## config.mk

```make
export PLATFORM = sky130hd
export DESIGN_NAME = vlq_header_frame_receiver_core_flat
export DESIGN_NICKNAME = d
export VERILOG_FILES = /design/src/rtl/vlqh_pkg.sv /design/src/rtl/vlqh_in_if.sv /design/src/rtl/vlqh_out_if.sv /design/src/rtl/vlqh_parse.sv /design/src/rtl/vlq_header_frame_receiver_core.sv /design/src/flat_wrapper.sv
export SDC_FILE = /design/constraint.sdc
export NUM_CORES = 1
export LEC_CHECK = 0
export BUFFER_PORTS_ARGS = -buffer_cell sky130_fd_sc_hd__buf_4
export CORE_ASPECT_RATIO = 0.75
export CORE_MARGIN = 2
export CORE_UTILIZATION = 40
export DETAILED_ROUTE_END_ITERATION = 12
export PLACE_DENSITY = 0.57
export SYNTH_ARGS = -nofsm -noshare
export SYNTH_HDL_FRONTEND = slang
export SYNTH_SLANG_ARGS = --single-unit
```

## constraint.sdc

```tcl
create_clock -name clk -period 14.4 [get_ports clk]
set_input_delay 4.32 -clock clk [delete_from_list [all_inputs] [get_ports clk]]
set_output_delay 4.32 -clock clk [all_outputs]
set_load 0.01 [all_outputs]
```

## src/rtl/vlqh_pkg.sv

```systemverilog
package vlqh_pkg;

  // Result kinds
  localparam logic [1:0] KIND_HEADER  = 2'd0;
  localparam logic [1:0] KIND_PAYLOAD = 2'd1;
  localparam logic [1:0] KIND_ERROR   = 2'd2;

  // LEB128 byte layout
  localparam int unsigned CONT_BIT   = 7;
  localparam int unsigned DATA_BITS  = 7;
  localparam int unsigned VALUE_BITS = 64;
  localparam logic [3:0]  LAST_GROUP = 4'd9;  // tenth byte of a value

  typedef enum logic [4:0] {
    PH_VERSION = 5'b00001,
    PH_TAG     = 5'b00010,
    PH_LENGTH  = 5'b00100,
    PH_PAYLOAD = 5'b01000,
    PH_HALTED  = 5'b10000
  } phase_t;

  typedef struct packed {
    logic                  has_result;
    logic [1:0]            kind;
    logic [VALUE_BITS-1:0] version;
    logic [VALUE_BITS-1:0] tag;
    logic [VALUE_BITS-1:0] payload_length;
    logic [7:0]            payload_byte;
    logic                  last;
  } parse_res_t;

endpackage

```

## src/rtl/vlqh_in_if.sv

```systemverilog
interface vlqh_in_if;
  logic       valid;
  logic       ready;
  logic [7:0] in_byte;

  modport source (output valid, output in_byte, input ready);
  modport sink   (input valid, input in_byte, output ready);
endinterface

```

## src/rtl/vlqh_out_if.sv

```systemverilog
interface vlqh_out_if;
  logic        valid;
  logic        ready;
  logic [1:0]  kind;
  logic [63:0] version;
  logic [63:0] tag;
  logic [63:0] payload_length;
  logic [7:0]  payload_byte;
  logic        last;

  modport source (output valid, output kind, output version, output tag,
                  output payload_length, output payload_byte, output last,
                  input ready);
  modport sink   (input valid, input kind, input version, input tag,
                  input payload_length, input payload_byte, input last,
                  output ready);
endinterface

```

## src/rtl/vlqh_parse.sv

```systemverilog
module vlqh_parse (
  input  logic                clk,
  input  logic                rst_n,
  input  logic                step,
  input  logic [7:0]          byte_in,
  output vlqh_pkg::parse_res_t res
);

  vlqh_pkg::phase_t phase_r, phase_nxt;
  logic [63:0] acc_r, acc_nxt;
  logic [3:0]  gc_r, gc_nxt;
  logic [63:0] ver_r, ver_nxt;
  logic [63:0] tag_r, tag_nxt;
  logic [63:0] rem_r, rem_nxt;

  logic [6:0]  data;
  logic        cont;
  logic [6:0]  shamt;
  logic [63:0] acc_or;
  logic [63:0] rem_dec;

  assign data    = byte_in[vlqh_pkg::DATA_BITS-1:0];
  assign cont    = byte_in[vlqh_pkg::CONT_BIT];
  // 7 * group count, at most 63
  assign shamt   = ({3'b000, gc_r} << 3) - {3'b000, gc_r};
  // bits pushed past bit 63 fall off
  assign acc_or  = acc_r | ({57'd0, data} << shamt);
  assign rem_dec = rem_r - 64'd1;

  always_comb begin
    phase_nxt = phase_r;
    acc_nxt   = acc_r;
    gc_nxt    = gc_r;
    ver_nxt   = ver_r;
    tag_nxt   = tag_r;
    rem_nxt   = rem_r;
    res       = '0;
    unique case (phase_r)
      vlqh_pkg::PH_PAYLOAD: begin
        res.has_result   = 1'b1;
        res.kind         = vlqh_pkg::KIND_PAYLOAD;
        res.payload_byte = byte_in;
        rem_nxt          = rem_dec;
        if (rem_dec == 64'd0) begin
          res.last  = 1'b1;
          phase_nxt = vlqh_pkg::PH_VERSION;
        end
      end
      vlqh_pkg::PH_VERSION, vlqh_pkg::PH_TAG, vlqh_pkg::PH_LENGTH: begin
        if (cont) begin
          if (gc_r == vlqh_pkg::LAST_GROUP) begin
            // overlong value: report and halt
            res.has_result = 1'b1;
            res.kind       = vlqh_pkg::KIND_ERROR;
            res.last       = 1'b1;
            phase_nxt      = vlqh_pkg::PH_HALTED;
            acc_nxt        = '0;
            gc_nxt         = '0;
          end else begin
            acc_nxt = acc_or;
            gc_nxt  = gc_r + 4'd1;
          end
        end else begin
          acc_nxt = '0;
          gc_nxt  = '0;
          if (phase_r == vlqh_pkg::PH_VERSION) begin
            ver_nxt   = acc_or;
            phase_nxt = vlqh_pkg::PH_TAG;
          end else if (phase_r == vlqh_pkg::PH_TAG) begin
            tag_nxt   = acc_or;
            phase_nxt = vlqh_pkg::PH_LENGTH;
          end else begin
            res.has_result     = 1'b1;
            res.kind           = vlqh_pkg::KIND_HEADER;
            res.version        = ver_r;
            res.tag            = tag_r;
            res.payload_length = acc_or;
            rem_nxt            = acc_or;
            if (acc_or == 64'd0) begin
              res.last  = 1'b1;
              phase_nxt = vlqh_pkg::PH_VERSION;
            end else begin
              phase_nxt = vlqh_pkg::PH_PAYLOAD;
            end
          end
        end
      end
      default: begin
        // halted: drop every byte
        phase_nxt = phase_r;
      end
    endcase
  end

  always_ff @(posedge clk) begin
    if (!rst_n) begin
      phase_r <= vlqh_pkg::PH_VERSION;
      acc_r   <= '0;
      gc_r    <= '0;
      ver_r   <= '0;
      tag_r   <= '0;
      rem_r   <= '0;
    end else if (step) begin
      phase_r <= phase_nxt;
      acc_r   <= acc_nxt;
      gc_r    <= gc_nxt;
      ver_r   <= ver_nxt;
      tag_r   <= tag_nxt;
      rem_r   <= rem_nxt;
    end
  end

endmodule

```

## src/rtl/vlq_header_frame_receiver_core.sv

```systemverilog
// Path: an accepted byte waits in the input register; its result is loaded
//   into the result register on out_if, unless a full result register stalls it.
// Throughput: one byte per cycle unless stalled; the combinational parse update
//   is a shift-or and 64-bit decrement between the input and result registers.
// Reset: synchronous, rst_n low; returns to expecting a version value, clears
//   the accumulator and drops any item held in either register.
module vlq_header_frame_receiver_core (
  input  logic              clk,
  input  logic              rst_n,
  vlqh_in_if.sink           in_if,
  vlqh_out_if.source        out_if
);

  // Input register: one raw byte waiting for the parser.
  logic       s1_valid_r, s1_valid_nxt;
  logic [7:0] s1_byte_r;

  // Result register.
  logic        out_valid_r, out_valid_nxt;
  logic [1:0]  out_kind_r;
  logic [63:0] out_version_r;
  logic [63:0] out_tag_r;
  logic [63:0] out_length_r;
  logic [7:0]  out_pbyte_r;
  logic        out_last_r;

  vlqh_pkg::parse_res_t res;
  logic                 advance;
  logic                 in_take;

  // Parser state lives in its own block; it steps only when the held byte
  // leaves the input register.
  vlqh_parse u_parse (
    .clk     (clk),
    .rst_n   (rst_n),
    .step    (advance),
    .byte_in (s1_byte_r),
    .res     (res)
  );

  // Advance the held byte when it yields no item, or when the result register
  // is empty or being drained this cycle.
  assign advance = s1_valid_r && (!res.has_result || !out_valid_r || out_if.ready);

  // Take a new byte whenever the input register is free or moving on.
  assign in_if.ready = !s1_valid_r || advance;
  assign in_take     = in_if.valid && in_if.ready;

  always_comb begin
    s1_valid_nxt = s1_valid_r;
    if (in_take) begin
      s1_valid_nxt = 1'b1;
    end else if (advance) begin
      s1_valid_nxt = 1'b0;
    end
  end

  always_comb begin
    out_valid_nxt = out_valid_r;
    if (advance && res.has_result) begin
      out_valid_nxt = 1'b1;
    end else if (out_if.ready) begin
      out_valid_nxt = 1'b0;
    end
  end

  always_ff @(posedge clk) begin
    if (!rst_n) begin
      s1_valid_r  <= 1'b0;
      out_valid_r <= 1'b0;
    end else begin
      s1_valid_r  <= s1_valid_nxt;
      out_valid_r <= out_valid_nxt;
    end
  end

  // Payload register: holds the byte until the parser takes it.
  always_ff @(posedge clk) begin
    if (in_take) begin
      s1_byte_r <= in_if.in_byte;
    end
  end

  // Load a fresh item only when the parser emits one.
  always_ff @(posedge clk) begin
    if (advance && res.has_result) begin
      out_kind_r    <= res.kind;
      out_version_r <= res.version;
      out_tag_r     <= res.tag;
      out_length_r  <= res.payload_length;
      out_pbyte_r   <= res.payload_byte;
      out_last_r    <= res.last;
    end
  end

  assign out_if.valid          = out_valid_r;
  assign out_if.kind           = out_kind_r;
  assign out_if.version        = out_version_r;
  assign out_if.tag            = out_tag_r;
  assign out_if.payload_length = out_length_r;
  assign out_if.payload_byte   = out_pbyte_r;
  assign out_if.last           = out_last_r;

endmodule

```

## src/flat_wrapper.sv

```systemverilog
// flat-port wrapper written by rule: the top's interface ports become plain ports
module vlq_header_frame_receiver_core_flat 
  (clk, rst_n, in_if_valid, in_if_in_byte, in_if_ready, out_if_valid, out_if_kind, out_if_version, out_if_tag, out_if_payload_length, out_if_payload_byte, out_if_last, out_if_ready);
  vlqh_in_if in_if_i ();
  vlqh_out_if out_if_i ();
  input  logic clk;
  input  logic rst_n;
  input wire logic [$bits(in_if_i.valid)-1:0] in_if_valid;
  input wire logic [$bits(in_if_i.in_byte)-1:0] in_if_in_byte;
  output wire logic [$bits(in_if_i.ready)-1:0] in_if_ready;
  output wire logic [$bits(out_if_i.valid)-1:0] out_if_valid;
  output wire logic [$bits(out_if_i.kind)-1:0] out_if_kind;
  output wire logic [$bits(out_if_i.version)-1:0] out_if_version;
  output wire logic [$bits(out_if_i.tag)-1:0] out_if_tag;
  output wire logic [$bits(out_if_i.payload_length)-1:0] out_if_payload_length;
  output wire logic [$bits(out_if_i.payload_byte)-1:0] out_if_payload_byte;
  output wire logic [$bits(out_if_i.last)-1:0] out_if_last;
  input wire logic [$bits(out_if_i.ready)-1:0] out_if_ready;
  assign in_if_i.valid = in_if_valid;
  assign in_if_i.in_byte = in_if_in_byte;
  assign in_if_ready = in_if_i.ready;
  assign out_if_valid = out_if_i.valid;
  assign out_if_kind = out_if_i.kind;
  assign out_if_version = out_if_i.version;
  assign out_if_tag = out_if_i.tag;
  assign out_if_payload_length = out_if_i.payload_length;
  assign out_if_payload_byte = out_if_i.payload_byte;
  assign out_if_last = out_if_i.last;
  assign out_if_i.ready = out_if_ready;
  vlq_header_frame_receiver_core u_core (.clk(clk), .rst_n(rst_n), .in_if(in_if_i), .out_if(out_if_i));
endmodule
```

==> results.cfg, run 1 <==
[sta]
finalSetupTns_ns = 0
drv_slew = 0
clock_skew_ns = 0.02655
fin_crit_ns = 9.404
max-slew-margin-rel_pct = 7.888
hold_slack_ns = 0.4817
worst_slack_ns = 4.996
hold_viol_final = 0
setup_violations = 0
rsz0062_at_grt = no
fin_crit_sh_pct = 65.31
max_freq_mhz = 106.3
tightest_slew_ns = 1.382

[clocking]
numCtsBuffers = 49
clk_path_buf_depth = 3
cts_hold_buf = 0
insertion_delay_ns = 0.61
cts_sinks = 478
clk_pin_slew_worst_paths_ns = 0.06
postCtsResizedCells = 0
post_cts_buffers = 0
clock-root-buffer = clkbuf_16
cts_tree = done
htreeDepth = 2

[yosys]
ys_async_sr_fraction_pct = 0
synth-edff-count = 211
synth_flop_cell = dfxtp_1
synthesis.area_um2 = 21450
synth_area_per_cell_um2 = 9.891
yosysSeqAreaShare_pct = 54.45
synth_warnings = 0
yosys.area.top_type = edfxtp_1
synth_top_area_share_pct = 29.53
syn_inst = 2169
ys_ff_latch = 478
yosys-top-cells-area = edfxtp_1 (30%), dfxtp_1 (25%), o211a_1 (6.0%)
synth_cell_types = 77
synth_nets = 2187

[flow_run]
max_cap_viol_count = 0

[placement]
routabilityCongestion = 0.9896
io_buffer_count = 216
placed_area_um2 = 23730
hpwl_um = 49150
pre_cts_ws_ns = 5.001

[global_routing]
antenna_found_initial = 1
grt_pass1_vias = 16386
gr-total-overflow = 0
grt_pass1_wl_um = 105100
grt_use_total_pct = 25.15
grt_max_degree = 118

[power_and_ir_drop]
seqPwrFrac_pct = 46.7
pwr-share-comb_pct = 10.1
p_leak_nw = 11.11
p_int_w = 0.002299
clockPowerShare_pct = 43.2
irDropWorstVdd_uv = 104.5
swShare_pct = 25.68
power_per_cell_area_nw_per_um2 = 121.6
switching_power_w = 0.0007944

[cells_and_area]
layout-drive-gt1-share_pct = 16.33
syn_to_final_growth_pct = 18.59
nNetsFinal = 2335
utilization_pct = 48.02
design_area_um2 = 25440
diodes = 0
mostFrequentLayoutCell = dfxtp_1
final_cell_mix = dfxtp_1 (267), buf_4 (259), nand2_1 (233), nor2_1 (228), edfxtp_1 (211)

[detailed_routing]
vias_per_cell = 5.783
drtIter0Drc = 2175
finalWirelength_um = 71170
num_vias = 17755
drc_errors = 0
first_pass_iters = 6
wl_per_cell_um = 23.18
drtAntennaViolNets = 0

[worst_setup_path]
slowest_delay_ns = 0.34
r2r_cells = 12
cp_max_fo = 4
crit_chain = buf_4 > nand2b_1 > or2_2 > buf_4
worstPathRequired_ns = 10.08
crit_buf_inv = 2
crit_family = simple AND/OR/NAND/NOR gates
critPathArrivalTime_ns = 5.08
ff2ff_setup_slack_ns = 8.80
r2r-end = u_core.out_if.last
crit_slowest_cell = or2_2
reg2reg_from = u_core.u_parse.gc_r[1]
cp_common_cell = buf_4
endpoint_kind = output port
startpoint_type = primary input
critical_path_class = primary input to output port

[die]
coreArea_um2 = 52980
dieHeight_um = 204.6
io_pins = 217
start_util_pct = 40.50
rows = 73
die_x_um = 271.4
dieArea_um2 = 55520

[min_path]
hold_depth = 2
hold_end = u_core.u_parse.acc_r[37]
hp-class = flop to flop
min-delay-start = u_core.u_parse.acc_r[37]

[run_status]
status = finished, final reports clean
## final cells by class
cell class | count | area, µm²
clock buffers | 70 | 1449
fillers | 4951 | 27540
inverters | 18 | 67.56
well taps | 712 | 890.9
flip-flops and latches | 478 | 11680
multi-input cells | 1510 | 9133
clock inverters | 22 | 264.0
repair buffers | 260 | 1956
## synthesized netlist by cell type (5+ instances only)
cell	number
dfxtp_1	267
nand2_1	233
nor2_1	231
edfxtp_1	211
and2_1	148
clkbuf_1	135
o211a_1	128
nor3_1	110
a21oi_1	94
o21ai_0	94
nor2b_1	48
nor4_1	39
a22oi_1	36
nand3_1	27
nand4_1	27
a21boi_0	24
xnor2_1	20
o22ai_1	18
or4_1	17
inv_1	16
mux2i_1	16
a31oi_1	15
o211ai_1	15
buf_1	14
buf_2	10
or3_1	10
xor2_1	10
nand2b_1	9
a211oi_1	8
nand3b_1	7
o32ai_1	7
ha_1	6
o31ai_1	6
a21o_1	5
and3_1	5
nand4b_1	5
nor4b_1	5
o221a_2	5
or2_2	5
## logic make-up after synthesis
logic type,synth area share [%]
muxes,1.271
AOI/OAI and AO/OA,16.72
and+or+nand+nor,22.65
buffers and inverters,3.336
xor gates and xnor gates,1.225
DFF,54.45
adders and majority gates,0.3499
## sequential cells by signal, summed over array words and instances (netlist names)
signal	flops
u_core.out_if.valid	1
u_core.u_parse.tag_r	64
u_core.out_if.version	64
u_core.out_if.tag	64
u_core.out_if.payload_byte	8
u_core.s1_valid_r	1
u_core.out_if.kind	2
u_core.out_if.payload_length	64
u_core.out_if.last	1
u_core.u_parse.rem_r	64
u_core.u_parse.phase_r	5
u_core.u_parse.acc_r	64
u_core.u_parse.ver_r	64
u_core.s1_byte_r	8
u_core.u_parse.gc_r	4
## metal layers
layer / wire [µm] / global-route usage (%)
met5: 0 / 0
met4: 2259 / 8.536
met3: 7349 / 6.752
met2: 29870 / 35.85
met1: 31700 / 36.62
## worst reg2reg max path: cells and delay by family, from the launching register on
kind / cells / cell delay (ns)
simple gates: 3 / 1.33
compound gates: 5 / 1.54
flops: 1 / 0.85
mux: 1 / 0.51
fa+ha+maj: 1 / 0.74
buf+inv: 2 / 0.48
## power by group through the flow
stage               sequential, W  clock, W  combinational [W]
floorplan                 0.00148         0           0.000181
global placement          0.00147         0           0.000300
detailed placement        0.00147         0           0.000303
CTS                       0.00144   0.00136           0.000304
global route              0.00145   0.00142           0.000331
finish                    0.00144   0.00134           0.000311
## worst max path at each step
stage	start	endpoint	slack, ns	cells after the start
after global placement	out_if_ready	in_if_ready	5.00	4
final	out_if_ready	in_if_ready	5.00	4
after floorplan	out_if_ready	u_core.out_if.kind[0]	0.59	3
after global routing	out_if_ready	in_if_ready	4.97	4
after detailed placement	out_if_ready	in_if_ready	5.00	4
after CTS	out_if_ready	in_if_ready	5.00	4
## through the flow
stage	instances	total power, W
2_1_floorplan	2169	0.001660
3_3_place_gp	2978	0.001774
3_5_place_dp	2978	0.001777
4_1_cts	3070	0.003113
5_1_grt	3070	0.003196
6_report	3070	0.003094
Note: power is estimated with default switching activity, not from simulation.
==> run 2, diff against run 1 <==
==> constraint.sdc (replaced) <==
create_clock -name clk -period 8.6 [get_ports clk]
set_input_delay 2.58 -clock clk [delete_from_list [all_inputs] [get_ports clk]]
set_output_delay 2.58 -clock clk [all_outputs]
set_load 0.01 [all_outputs]
==> results.cfg, run 2 (same netlist as run 1, synthesis figures left out) <==
[cells_and_area]
mostFrequentLayoutCell = dfxtp_1
final_cell_mix = dfxtp_1 (267), buf_4 (258), nand2_1 (233), nor2_1 (228), edfxtp_1 (211)
instances_no_fill = 3070
syn_to_final_growth_pct = 18.17
nNetsFinal = 2334
layout-drive-gt1-share_pct = 16.04
utilization_pct = 47.85

[detailed_routing]
finalWirelength_um = 71230
first_pass_iters = 5
drc_errors = 0
drtIter0Drc = 1945
wl_per_cell_um = 23.20
drtAntennaViolNets = 0
num_vias = 17833
vias_per_cell = 5.809

[clocking]
cts_tree = done
insertion_delay_ns = 0.61
cts_hold_buf = 0
post_cts_buffers = 0
postCtsResizedCells = 0
clk_pin_slew_worst_paths_ns = 0.06
htreeDepth = 2
cts_sinks = 478
numCtsBuffers = 49
clock-root-buffer = clkbuf_16
clk_path_buf_depth = 3

[die]
io_pins = 217
start_util_pct = 40.50
dieHeight_um = 204.6
coreArea_um2 = 52980
die_x_um = 271.4
dieArea_um2 = 55520
rows = 73

[sta]
fin_crit_sh_pct = 68.85
drv_slew = 0
tightest_slew_ns = 1.342
max-slew-margin-rel_pct = 10.51
clock_skew_ns = 0.03813
hold_viol_final = 0
finalSetupTns_ns = 0
setup_violations = 0
rsz0062_at_grt = no
hold_slack_ns = 0.4666
fin_crit_ns = 5.921
max_freq_mhz = 168.9

[global_routing]
antenna_found_initial = 3
grt_pass1_vias = 16488
grt_max_degree = 161
grt_pass1_wl_um = 105500
grt_use_total_pct = 25.06
gr-total-overflow = 0

[placement]
io_buffer_count = 216
hpwl_um = 48430
dp_cells = 2977
routabilityCongestion = 0.9506

[power_and_ir_drop]
pwr-share-comb_pct = 9.9
power_per_cell_area_nw_per_um2 = 200.2
p_int_w = 0.003769
switching_power_w = 0.001306
p_leak_nw = 11.07
clockPowerShare_pct = 42.4
swShare_pct = 25.73
irDropWorstVdd_uv = 147.4
seqPwrFrac_pct = 47.7

[worst_setup_path]
critical_path_class = primary input to output port
cp_max_fo = 4
endpoint_kind = output port
worstPathRequired_ns = 6.02
startpoint_type = primary input
critPathArrivalTime_ns = 3.34

[min_path]
hp-class = flop to flop

[run_status]
status = finished, final reports clean

[flow_run]
max_cap_viol_count = 0
[run 2: cell count changes in the layout (fill, tap and decap cells not counted), moves of 3 or more]
cell and change:
clkbuf_16 -3, clkbuf_8 -3, clkbuf_1 +3, clkinv_2 +3, clkinv_1 +3, clkinvlp_4 -4
[run 2: path summary, 6_finish.rpt]
path	start	to	slack, ns	depth (start not counted)
max	out_if_ready	in_if_ready	2.68	4
min	u_core.u_parse.acc_r[59]	u_core.u_parse.acc_r[59]	0.47	2
max reg2reg	u_core.u_parse.gc_r[0]	u_core.out_if.last	3.24	12
min reg2reg	u_core.u_parse.acc_r[59]	u_core.u_parse.acc_r[59]	0.47	2
[run 2: final cells by class]
type / count / area [µm²]
fillers: 5048 / 27630
flip-flops and latches: 478 / 11680
multi-input cells: 1510 / 9133
repair buffers: 259 / 1957
clock buffers: 67 / 1344
well taps: 712 / 890.9
clock inverters: 25 / 275.3
inverters: 18 / 67.56
diodes: 1 / 2.502
[run 2: power groups by stage]
stage,sequential (W),clock (W),combinational (W)
2_1_floorplan,0.00247,0,0.000304
4_1_cts,0.00242,0.00220,0.000491
6_report,0.00242,0.00215,0.000502
3_3_place_gp,0.00247,0,0.000487
5_1_grt,0.00242,0.00228,0.000537
3_5_place_dp,0.00247,0,0.000488
[run 2: layer usage]
metal	track usage, %	up-vias	share of wire, %
met4	7.064	4	2.4
met3	4.876	105	8.6
met1	36.86	8735	46
met2	37.35	809	43
li1	-	8180	-
met5	0	-	0.041
[run 2: critical path, stage by stage]
cell and delay, ns:
buf_4 0.10, nand2b_1 0.17, or2_2 0.33, buf_4 0.15
[run 2: stage by stage]
step	power [W]	worst slack [ns]	area, µm²
after floorplan	0.002773	2.224	21460
after global placement	0.002955	2.682	23730
after detailed placement	0.002958	2.684	23730
after CTS	0.005109	2.681	25350
after global routing	0.005241	2.510	25350
final	0.005074	2.679	25350
